<file path="src/rss_pkg.sv">
// Shared types, function codes and constants of the retransmit slot scheduler.
// No dependencies.

package rss_pkg;

	localparam int NUM_SLOTS_DEF = 3;

	localparam logic [2:0] FN_TICK   = 3'd0;
	localparam logic [2:0] FN_ADD    = 3'd1;
	localparam logic [2:0] FN_CANCEL = 3'd2;
	localparam logic [2:0] FN_QACK   = 3'd3;
	localparam logic [2:0] FN_RXACK  = 3'd4;

	localparam logic [1:0] ST_OK      = 2'd0;
	localparam logic [1:0] ST_EMPTY   = 2'd1;
	localparam logic [1:0] ST_BAD_ACK = 2'd2;

	localparam logic [7:0] ACK_FLAG  = 8'h80;
	localparam logic [7:0] ACK_LEN   = 8'h01;
	localparam logic [7:0] RX_CMD0   = 8'h81;
	localparam logic [7:0] RX_CMD1   = 8'h82;
	localparam logic [6:0] RX_CODE_A = 7'h02;
	localparam logic [6:0] RX_CODE_B = 7'h03;

	typedef struct packed {
		logic [2:0] func;
		logic [1:0] slot;
		logic [7:0] send_limit;
		logic [7:0] timeout_ticks;
		logic       delayed_start;
		logic [6:0] ack_code;
		logic [7:0] cmd_byte;
		logic       link_online;
	} req_t;

	typedef struct packed {
		logic [1:0] status;
		logic       send_valid;
		logic       send_is_ack;
		logic [1:0] send_slot;
		logic       slot_gave_up;
		logic [7:0] ack_byte;
		logic [7:0] ack_cmd;
		logic [7:0] ack_checksum;
	} rsp_t;

	typedef struct packed {
		logic load_in;
		logic exec;
		logic step;
		logic load_out;
	} ctl_t;

	typedef struct packed {
		logic [2:0] func;
		logic       online;
		logic       ack_pending;
		logic       step_hit;
		logic       idx_last;
	} sts_t;

endpackage

</file>
<file path="src/rss_ctrl.sv">
// Sequencer of the retransmit slot scheduler: input handshake, op dispatch, slot walk,
// output register handshake. Depends on rss_pkg.

module rss_ctrl (
	input  logic          clk,
	input  logic          arst_n,
	input  logic          req_valid,
	output logic          req_stall,
	output logic          rsp_valid,
	input  logic          rsp_stall,
	input  rss_pkg::sts_t sts,
	output rss_pkg::ctl_t ctl
);

	localparam logic [1:0] S_IDLE = 2'd0;
	localparam logic [1:0] S_EXEC = 2'd1;
	localparam logic [1:0] S_WALK = 2'd2;
	localparam logic [1:0] S_FIN  = 2'd3;

	logic [1:0] state_q;
	logic [1:0] state_d;
	logic       out_valid_q;
	logic       out_free;

	assign req_stall = (state_q != S_IDLE);
	assign rsp_valid = out_valid_q;
	assign out_free  = !out_valid_q || !rsp_stall;

	always_comb begin
		state_d = state_q;
		ctl = '0;
		unique case (state_q)
			S_IDLE: begin
				if (req_valid) begin
					ctl.load_in = 1'b1;
					state_d = S_EXEC;
				end
			end
			S_EXEC: begin
				if (sts.func == rss_pkg::FN_TICK && sts.online && !sts.ack_pending) begin
					state_d = S_WALK;
				end else begin
					ctl.exec = 1'b1;
					state_d = S_FIN;
				end
			end
			S_WALK: begin
				ctl.step = 1'b1;
				if (sts.step_hit || sts.idx_last) begin
					state_d = S_FIN;
				end
			end
			S_FIN: begin
				if (out_free) begin
					ctl.load_out = 1'b1;
					state_d = S_IDLE;
				end
			end
			default: state_d = S_IDLE;
		endcase
	end

	always_ff @(posedge clk or negedge arst_n) begin
		if (!arst_n) begin
			state_q <= S_IDLE;
			out_valid_q <= 1'b0;
		end else begin
			state_q <= state_d;
			if (ctl.load_out) begin
				out_valid_q <= 1'b1;
			end else if (!rsp_stall) begin
				out_valid_q <= 1'b0;
			end
		end
	end

endmodule

</file>
<file path="src/rss_datapath.sv">
// Slot table, pending ack frame, walk index and result registers of the scheduler.
// Depends on rss_pkg; driven by rss_ctrl commands.

module rss_datapath #(
	parameter int NUM_SLOTS = rss_pkg::NUM_SLOTS_DEF
) (
	input  logic          clk,
	input  logic          arst_n,
	input  rss_pkg::req_t req,
	output rss_pkg::rsp_t rsp,
	input  rss_pkg::ctl_t ctl,
	output rss_pkg::sts_t sts
);

	localparam int SLOT_W = $clog2(NUM_SLOTS);

	rss_pkg::req_t     in_q;
	rss_pkg::rsp_t     res_q;
	rss_pkg::rsp_t     out_q;
	logic [SLOT_W-1:0] idx_q;
	logic [SLOT_W-1:0] idx_d;

	logic [NUM_SLOTS-1:0] active_q;
	logic [7:0]           timer_q   [NUM_SLOTS];
	logic [7:0]           timeout_q [NUM_SLOTS];
	logic [7:0]           sent_q    [NUM_SLOTS];
	logic [7:0]           limit_q   [NUM_SLOTS];

	logic       ack_pend_q;
	logic [7:0] ack_stat_q;
	logic [7:0] ack_cmd_q;
	logic [7:0] ack_sum_q;

	logic       cur_active;
	logic [7:0] cur_timer;
	logic [7:0] cur_timeout;
	logic [7:0] cur_sent;
	logic [7:0] cur_limit;
	logic [7:0] sent_nxt;
	logic [7:0] qack_stat;
	logic       slot_ok;
	logic       rx_ok;
	logic       expired;
	logic       hit;
	logic       gave_up;
	logic       add_en;
	logic       clr_en;
	logic       ack_send;
	logic       qack_en;

	always_comb begin
		cur_active  = active_q[idx_q];
		cur_timer   = timer_q[idx_q];
		cur_timeout = timeout_q[idx_q];
		cur_sent    = sent_q[idx_q];
		cur_limit   = limit_q[idx_q];
		sent_nxt    = cur_sent + 8'd1;
		qack_stat   = {1'b0, in_q.ack_code} | rss_pkg::ACK_FLAG;
		slot_ok     = ({3'b000, in_q.slot} < 5'(NUM_SLOTS));
		rx_ok       = (in_q.cmd_byte == rss_pkg::RX_CMD0 || in_q.cmd_byte == rss_pkg::RX_CMD1)
			&& (in_q.ack_code == rss_pkg::RX_CODE_A || in_q.ack_code == rss_pkg::RX_CODE_B);
		expired     = cur_active && !(cur_timer < cur_timeout);
		hit         = expired && (cur_sent < cur_limit);
		gave_up     = !(sent_nxt < cur_limit);
		add_en      = ctl.exec && in_q.func == rss_pkg::FN_ADD && slot_ok;
		clr_en      = ctl.exec && cur_active
			&& ((in_q.func == rss_pkg::FN_CANCEL && slot_ok)
			|| (in_q.func == rss_pkg::FN_RXACK && rx_ok));
		ack_send    = ctl.exec && in_q.func == rss_pkg::FN_TICK && in_q.link_online && ack_pend_q;
		qack_en     = ctl.exec && in_q.func == rss_pkg::FN_QACK;

		if (req.func == rss_pkg::FN_RXACK) begin
			idx_d = (req.cmd_byte == rss_pkg::RX_CMD1) ? SLOT_W'(1) : '0;
		end else if (req.func == rss_pkg::FN_ADD || req.func == rss_pkg::FN_CANCEL) begin
			idx_d = SLOT_W'(req.slot);
		end else begin
			idx_d = '0;
		end

		sts.func        = in_q.func;
		sts.online      = in_q.link_online;
		sts.ack_pending = ack_pend_q;
		sts.step_hit    = hit;
		sts.idx_last    = (idx_q == SLOT_W'(NUM_SLOTS - 1));
	end

	assign rsp = out_q;

	always_ff @(posedge clk or negedge arst_n) begin
		if (!arst_n) begin
			active_q <= '0;
			ack_pend_q <= 1'b0;
		end else begin
			if (add_en) begin
				active_q[idx_q] <= 1'b1;
			end else if (clr_en) begin
				active_q[idx_q] <= 1'b0;
			end else if (ctl.step && hit && gave_up) begin
				active_q[idx_q] <= 1'b0;
			end
			if (qack_en) begin
				ack_pend_q <= 1'b1;
			end else if (ack_send) begin
				ack_pend_q <= 1'b0;
			end
		end
	end

	always_ff @(posedge clk) begin
		if (ctl.load_in) begin
			in_q <= req;
			idx_q <= idx_d;
			res_q <= '0;
		end
		if (ctl.load_out) begin
			out_q <= res_q;
		end
		if (add_en) begin
			timer_q[idx_q] <= in_q.delayed_start ? 8'd0 : in_q.timeout_ticks;
			timeout_q[idx_q] <= in_q.timeout_ticks;
			limit_q[idx_q] <= in_q.send_limit;
			sent_q[idx_q] <= 8'd0;
		end
		if (clr_en) begin
			timer_q[idx_q] <= 8'd0;
			timeout_q[idx_q] <= 8'd0;
			sent_q[idx_q] <= 8'd0;
		end
		if (qack_en) begin
			ack_stat_q <= qack_stat;
			ack_cmd_q <= in_q.cmd_byte;
			ack_sum_q <= ~(qack_stat + rss_pkg::ACK_LEN + in_q.cmd_byte);
		end
		if (ctl.exec) begin
			case (in_q.func)
				rss_pkg::FN_CANCEL: begin
					if (!slot_ok || !cur_active) begin
						res_q.status <= rss_pkg::ST_EMPTY;
					end
				end
				rss_pkg::FN_RXACK: begin
					if (!rx_ok) begin
						res_q.status <= rss_pkg::ST_BAD_ACK;
					end
				end
				default: begin
				end
			endcase
			if (ack_send) begin
				res_q.send_valid <= 1'b1;
				res_q.send_is_ack <= 1'b1;
				res_q.ack_byte <= ack_stat_q;
				res_q.ack_cmd <= ack_cmd_q;
				res_q.ack_checksum <= ack_sum_q;
			end
		end
		if (ctl.step) begin
			idx_q <= idx_q + SLOT_W'(1);
			if (cur_active) begin
				if (!expired) begin
					timer_q[idx_q] <= cur_timer + 8'd1;
				end else begin
					timer_q[idx_q] <= 8'd0;
					if (hit) begin
						res_q.send_valid <= 1'b1;
						res_q.send_slot <= 2'(idx_q);
						if (gave_up) begin
							sent_q[idx_q] <= 8'd0;
							limit_q[idx_q] <= 8'd0;
							res_q.slot_gave_up <= 1'b1;
						end else begin
							sent_q[idx_q] <= sent_nxt;
						end
					end
				end
			end
		end
	end

endmodule

</file>
<file path="src/retransmit_slot_scheduler_core.sv">
// Top level of the retransmit slot scheduler: sequencer plus slot datapath.
// Depends on rss_pkg, rss_ctrl and rss_datapath.

// One beat in gives one beat out. Add, cancel, queue-ack, ack-received, unused codes, an
// offline tick and a tick that sends a pending ack pass through execute and finish before
// the next beat is accepted; a tick that walks the slot table also visits k (1 to NUM_SLOTS)
// slots in a walk state, one per cycle, up to and including the first one that sends.
// The walk examines slots one at a time through a single read port on the slot table.
// A finished result waits in the output register while the next beat is accepted.

module retransmit_slot_scheduler_core #(
	parameter int NUM_SLOTS = rss_pkg::NUM_SLOTS_DEF
) (
	input  logic          clk,
	input  logic          arst_n,
	input  logic          req_valid,
	output logic          req_stall,
	input  rss_pkg::req_t req,
	output logic          rsp_valid,
	input  logic          rsp_stall,
	output rss_pkg::rsp_t rsp
);

	rss_pkg::ctl_t ctl;
	rss_pkg::sts_t sts;

	rss_ctrl u_ctrl (
		.clk       (clk),
		.arst_n    (arst_n),
		.req_valid (req_valid),
		.req_stall (req_stall),
		.rsp_valid (rsp_valid),
		.rsp_stall (rsp_stall),
		.sts       (sts),
		.ctl       (ctl)
	);

	rss_datapath #(
		.NUM_SLOTS (NUM_SLOTS)
	) u_datapath (
		.clk    (clk),
		.arst_n (arst_n),
		.req    (req),
		.rsp    (rsp),
		.ctl    (ctl),
		.sts    (sts)
	);

endmodule

</file>
<file path="config.mk">
export PLATFORM = sky130hd
export DESIGN_NAME = retransmit_slot_scheduler_core
export DESIGN_NICKNAME = d
export VERILOG_FILES = /design/src/rss_pkg.sv /design/src/rss_ctrl.sv /design/src/rss_datapath.sv /design/src/retransmit_slot_scheduler_core.sv
export SDC_FILE = /design/constraint.sdc
export NUM_CORES = 1
export LEC_CHECK = 0
export ABC_AREA = 1
export BUFFER_PORTS_ARGS = -buffer_cell sky130_fd_sc_hd__buf_2
export CAP_MARGIN = 10
export CELL_PAD_IN_SITES_DETAIL_PLACEMENT = 0
export CELL_PAD_IN_SITES_GLOBAL_PLACEMENT = 2
export CORE_MARGIN = 1.5
export CORE_UTILIZATION = 36
export CTS_CLUSTER_DIAMETER = 150
export DETAILED_ROUTE_END_ITERATION = 10
export PLACE_DENSITY = 0.77
export SETUP_SLACK_MARGIN = 0.2
export SYNTH_ARGS = -nofsm -noshare
export SYNTH_HDL_FRONTEND = slang
export SYNTH_SLANG_ARGS = --single-unit
export TNS_END_PERCENT = 30
</file>
<file path="constraint.sdc">
create_clock -name clk -period 2.9 [get_ports clk]
set_input_delay 0.435 -clock clk [delete_from_list [all_inputs] [get_ports clk]]
set_output_delay 0.435 -clock clk [all_outputs]
set_load 0.005 [all_outputs]
</file>
# Yosys cells after proc, flatten, opt, wreduce, memory -nomap -nowiden
# Memory sizes are Yosys's and may differ from the RTL's. A register that Yosys moved wholly into a read port is not among the register bits.
# Cells that the tools add are included.
dict set report classes {
  n_bitwise 12
  n_mux 82
  n_reduce_logical 39
  magnitude_cmp 6
  eq_ne 20
  add_sub_neg 5
}
# op n
set op_table {}
lappend op_table {{8-bit 2-to-1 mux} 9}
lappend op_table {{24-bit 2-to-1 mux} 2}
lappend op_table {{1-bit 2-to-1 mux} 44}
lappend op_table {{31-bit 2-to-1 mux} 1}
lappend op_table {{2-bit 2-to-1 mux} 14}
lappend op_table {{8-bit by 1-bit adder with 8-bit output (second input constant)} 3}
lappend op_table {{8-bit == test (second input constant)} 3}
lappend op_table {{8-bit < comparator} 3}
lappend op_table {{3-bit 2-to-1 mux} 7}
lappend op_table {{1-bit logical AND} 18}
lappend op_table {{7-bit by 2-bit == test with 1-bit output (second input constant)} 2}
lappend op_table {{3-bit by 2-bit == test with 1-bit output (second input constant)} 3}
lappend op_table {{8-bit adder} 1}
lappend op_table {{8-bit NOT} 1}
lappend op_table {{1-bit bitwise OR} 8}
lappend op_table {{2-bit one-hot mux with 4 select lines} 1}
lappend op_table {{1-bit logical NOT} 7}
lappend op_table {{1-bit logical OR} 7}
lappend op_table {{2-bit == test (second input constant)} 3}
lappend op_table {{3-bit by 1-bit == test with 1-bit output (second input constant)} 2}
lappend op_table {{3-bit == test (second input constant)} 2}
lappend op_table {{2-bit by 1-bit inequality test with 1-bit output (second input constant)} 3}
lappend op_table {{2-bit nonzero test} 3}
lappend op_table {{4-bit 2-to-1 mux} 1}
lappend op_table {{other kinds (16)} 16}
dict set report totals {
  word_cells 200
  reg_bits 132
  n_memories 4
  ramBits 96
  in_bits 42
  output_inout_bits 33
}
# name depth width read_ports rd_clocked_by_memory_dff write_ports line
set mem_list {}
lappend mem_list {u_datapath.limit_q 3 8 1 1 1 rss_datapath.sv:27} ;# logic [7:0] limit_q [NUM_SLOTS];
lappend mem_list {u_datapath.sent_q 3 8 1 1 1 rss_datapath.sv:26} ;# logic [7:0] sent_q [NUM_SLOTS];
lappend mem_list {u_datapath.timeout_q 3 8 1 1 1 rss_datapath.sv:25} ;# logic [7:0] timeout_q [NUM_SLOTS];
lappend mem_list {u_datapath.timer_q 3 8 1 1 1 rss_datapath.sv:24} ;# logic [7:0] timer_q [NUM_SLOTS];

# Longest topological paths before layout
dict set report logic_depth {
  word_depth 14
  ltp_mapped 22
  depth_no_buf 21
}

# Hierarchy
# From an unflattened synthesis, not the netlist that was laid out.
dict set report unflattened {
  cells_unflattened 847
  area_unflattened_um2 9776.9
}
# module cells_per_inst instances area_each_um2 seq_area_each_um2
set modules_own_cells {}
lappend modules_own_cells {rss_datapath 808 1 9501.6 6466.2}
lappend modules_own_cells {rss_ctrl 39 1 275.3 75.1}

# Worst setup path after synthesis
# OpenSTA, ideal clock, no wires.
dict set report synth_path {
  path_kind {register to register}
  start {register (tool-made name)}
  end {memory u_datapath.limit_q[0][0] (enable)}
  n_path_buf 1
  path_stages_with_launch 17
  setup_ns 0.375
  slack_ns -0.258
  t_arrival_ns 2.782
  cell_sequence {dfxtp_1 > buf_6 > nor2_1 > o31ai_2 > ha_1 > nand2_1 > nor2_1 > nand3_1 > xor2_1 > inv_1 > ha_1 > nand2_1 > nor2_1 > a211oi_1 > nand2_1 > nand4_2 > a21oi_1}
}
# item line
set synth_rtl {}
lappend synth_rtl {{end: declaration} rss_datapath.sv:27}

==> key figures <==
Outcome
  • Status: finished, violations left
  • Failing checks: negative setup slack

Placed design
  • Post-detail-place hpwl: 14350 um
  • Worst slack, placed: -199.5 ps
  • Port Buf Inserts: 74
  • Gp weighted congestion: 0.7504

Layout
  • Finished Core Util: 46.26%
  • Layout cells sized above 1: 25.67%
  • Fillers: 2450
  • Commonest cells after routing, fill and taps aside: 205 x nand2_1, 190 x edfxtp_1, 79 x inv_1
  • Flip-flop and latch area: 6549 um^2
  • Antenna diodes: 0
  • Multi-input logic area: 3007 um^2
  • Commonest non-fill, non-tap cell in the layout: nand2_1
  • Synth-to-layout area growth: 25.78%
  • Final nets: 1067

Timing
  • Final Hold Viols: 0
  • Setup TNS: -8054 ps
  • RSZ-0062 raised after global routing: yes
  • Tmin final: 3048 ps
  • Final hold slack: 78.37 ps
  • Worst rel slew slack: 54.42%
  • Tcrit/Tclk final: 105.1%
  • Worst Skew: 8.419 ps
  • Worst-margin pin slew: 683.0 ps
  • Setup violators final: 99
  • Setup ws final: -148.3 ps
  • Pins Over Slew Limit: 0
  • F_max: 328.0 MHz

Floorplan
  • Die height: 166.4 um
  • Core Area: 26130 um^2
  • Placement Rows: 59
  • Full die area: 27690 um^2
  • Initial core utilization: 36.78%
  • Boundary Pins: 75
  • Width of the die: 166.4 um

Synth
  • Mapped Area: 9610 um^2
  • Synth cell types: 45
  • Synth Area per Inst: 11.55 um^2
  • Synth Register Bits: 230
  • Gate Count Post-Synth: 832
  • Syn nets: 913
  • Register area share after synthesis: 68.06%
  • Synth Warn #: 0

Run
  • Max_cap viols: 0

Critical path
  • Worst path most repeated cell: nor2_4
  • Worst-path maximum fanout: 8
  • CP Launch Type: flip-flop
  • Req. time, crit path: 3140 ps
  • FF-to-FF path depth: 17
  • FF-to-FF setup slack: -150 ps
  • CP Cell Sequence: inv_6 > nor2_4 > o31ai_4 > ha_2 > nand2_2 > nor2_4 > nand3_2 > xor2_2 > inv_1 > ha_4 > nand2_4 > nor2_4 > a211oi_4 > nand2_2 > nand4_4 > a21oi_4 > buf_12
  • Buf/Inv on CP: 3
  • Setup crit end: u_datapath.limit_q[1][1]
  • Reg2reg end: u_datapath.limit_q[1][1]
  • CP endpoint kind: flip-flop
  • Critical path depth in cells: 17
  • Critical path class: flip-flop to flip-flop
  • Critical-path top delay cell: dfxtp_4
  • Largest stage delay on the critical path: 380 ps
  • Family with the most delay on the worst path: simple AND/OR/NAND/NOR gates
  • WP data arrival: 3290 ps

Detailed routing
  • Vias per Instance: 4.631
  • Drt total wl: 20310 um
  • First DRT Iteration DRCs: 212
  • WL/cell: 15.16 um
  • Detail Route Antenna Nets: 0
  • Remaining DRCs: 0
  • Via count: 6205
  • Pre-antenna DRT Iters: 5

Power
  • Cell-internal power: 0.008129 W
  • Flop pwr share: 37.2%
  • Clock network fraction of total power: 24.2%
  • Power Density: 1033 nW/um^2
  • Leakage: 4.983 nW
  • Peak supply drop: 0.0004899 V
  • Net switching power: 0.004361 W
  • Gate power share: 38.6%
  • Sw Share: 34.91%

Clock network
  • Clk buf depth: 3
  • CTS buffer count: 25
  • Root Driver: clkbuf_16
  • Reg clk slew, reported paths: 60 ps
  • CTS tree: built
  • Clk_lat worst skew: 530 ps
  • CTS H-tree lvls: 1
  • Clock Sinks: 230

Global routing
  • Gr ovfl total: 0
  • Vias in the first global route: 6325
  • Largest net degree at the start of global routing: 33
  • First-pass GRT wire length: 32800 um
  • Initial antenna violation count: 0
  • Total GRT Usage: 14.96%

Min path
  • Hold WC Path Type: primary input to flip-flop
==> stage by stage <==
stage                     instances  power (W)  cell area, um^2
after floorplan                 832   0.007414             9768
after global placement         1276   0.008998            10870
after detailed placement       1276   0.009002            10870
after CTS                      1336    0.01232            11930
after global routing           1340    0.01341            12090
final                          1340    0.01249            12090
==> registers in the layout (all words and copies together), names as in the netlist, 4 cells and up, named ones only <==
register / cells
u_datapath.in_q: 34
u_datapath.timeout_q: 24
u_datapath.timer_q: 24
u_datapath.ack_stat_q: 7
u_datapath.ack_sum_q: 8
u_datapath.res_q: 31
u_datapath.ack_cmd_q: 8
u_datapath.sent_q: 24
u_datapath.rsp: 31
u_datapath.limit_q: 24
u_datapath.sts: 4
==> area by class of cell <==
type	count	share of cell area [%]
clock buffer	37	5.797
clock inverter	9	0.7246
inverter	87	2.795
multi-input combinational	496	24.87
sequential	230	54.18
tap	335	3.468
timing repair buffer	145	8.105
timing repair inverter	1	0.06211
==> layer usage <==
metal | global-route usage [%] | vias up | part of all wire [%]
met4 | 4.032 | 0 | 1.9
met5 | 0 | - | 0
met2 | 26.76 | 86 | 50
met3 | 2.073 | 33 | 2.8
met1 | 18.96 | 2947 | 45
li1 | - | 3139 | -
==> synth_stat cells, drive strengths merged <==
cell    number  area share [%]
a211o        1           0.091
edfxtp     190              59
nor2        67             2.7
nor4         3            0.26
o211a        1            0.10
or2          9            0.59
o211ai       4            0.31
a211oi       2            0.16
ha          38             4.9
o21bai       1           0.078
xor2        11             1.0
a21o         2            0.16
o31ai        4            0.61
dfrtp        7             1.8
o21ai       36             1.9
a22oi        1           0.078
fa           1            0.21
nand2      215             8.4
nor3         4            0.26
a21oi       23             1.3
nor3b        1           0.078
clkbuf      11            0.43
inv         87             3.4
buf          8            0.59
nand4        3            0.26
dfxtp       33             6.9
xnor2        5            0.46
o22ai        6            0.39
nor4b        1           0.091
nand3       57             3.1
==> kinds of logic (layout without fill, tap and decap cells) <==
logic type      Yosys count  in the layout  share of synthesized area (%)
compound gates           81             81                          5.208
xor+xnor                 16             16                          1.458
fa+ha+maj                39             39                          5.156
buf+inv                 106            279                          4.413
flops                   230            230                          68.06
simple gates            360            360                          15.70
==> how the worst min path moves through the flow <==
stage                     startpoint                   to  slack, ps  cells past startpoint
after detailed placement      arst_n     u_ctrl.rsp_valid        300                      1
after global routing         req[11]  u_datapath.in_q[11]         60                      1
after floorplan               arst_n            async pin        140                      0
final                        req[18]  u_datapath.in_q[18]         80                      1
after CTS                    req[19]  u_datapath.in_q[19]         60                      1
after global placement        arst_n     u_ctrl.rsp_valid        300                      1
==> power by group through the flow <==
stage	combinational (W)	clock (W)	sequential, W
4_1_cts	0.00457	0.00310	0.00465
3_3_place_gp	0.00430	0	0.00470
5_1_grt	0.00547	0.00323	0.00471
3_5_place_dp	0.00429	0	0.00471
2_1_floorplan	0.00279	0	0.00462
6_report	0.00482	0.00302	0.00465
==> worst reg2reg max path, stage by stage, from the launching register on <==
cell and delay [ps]:
dfxtp_4 380, inv_6 100, nor2_4 40, o31ai_4 280
ha_2 250, nand2_2 80, nor2_4 130, nand3_2 110
xor2_2 160, inv_1 90, ha_4 280, nand2_4 60
nor2_4 120, a211oi_4 50, nand2_2 80, nand4_4 200
a21oi_4 220, buf_12 140
==> repair_timing <==
action                                  in CTS  in global routing
pin swaps                                    9                 19
hold endpoints to repair                     7                  0
gates resized for setup                     34                 31
endpoints found under the setup margin     126                126
setup buffers                               12                  4
cloned                                       1                  0
hold buffers                                 1                  0
Power figures use the tool's default switching activity.
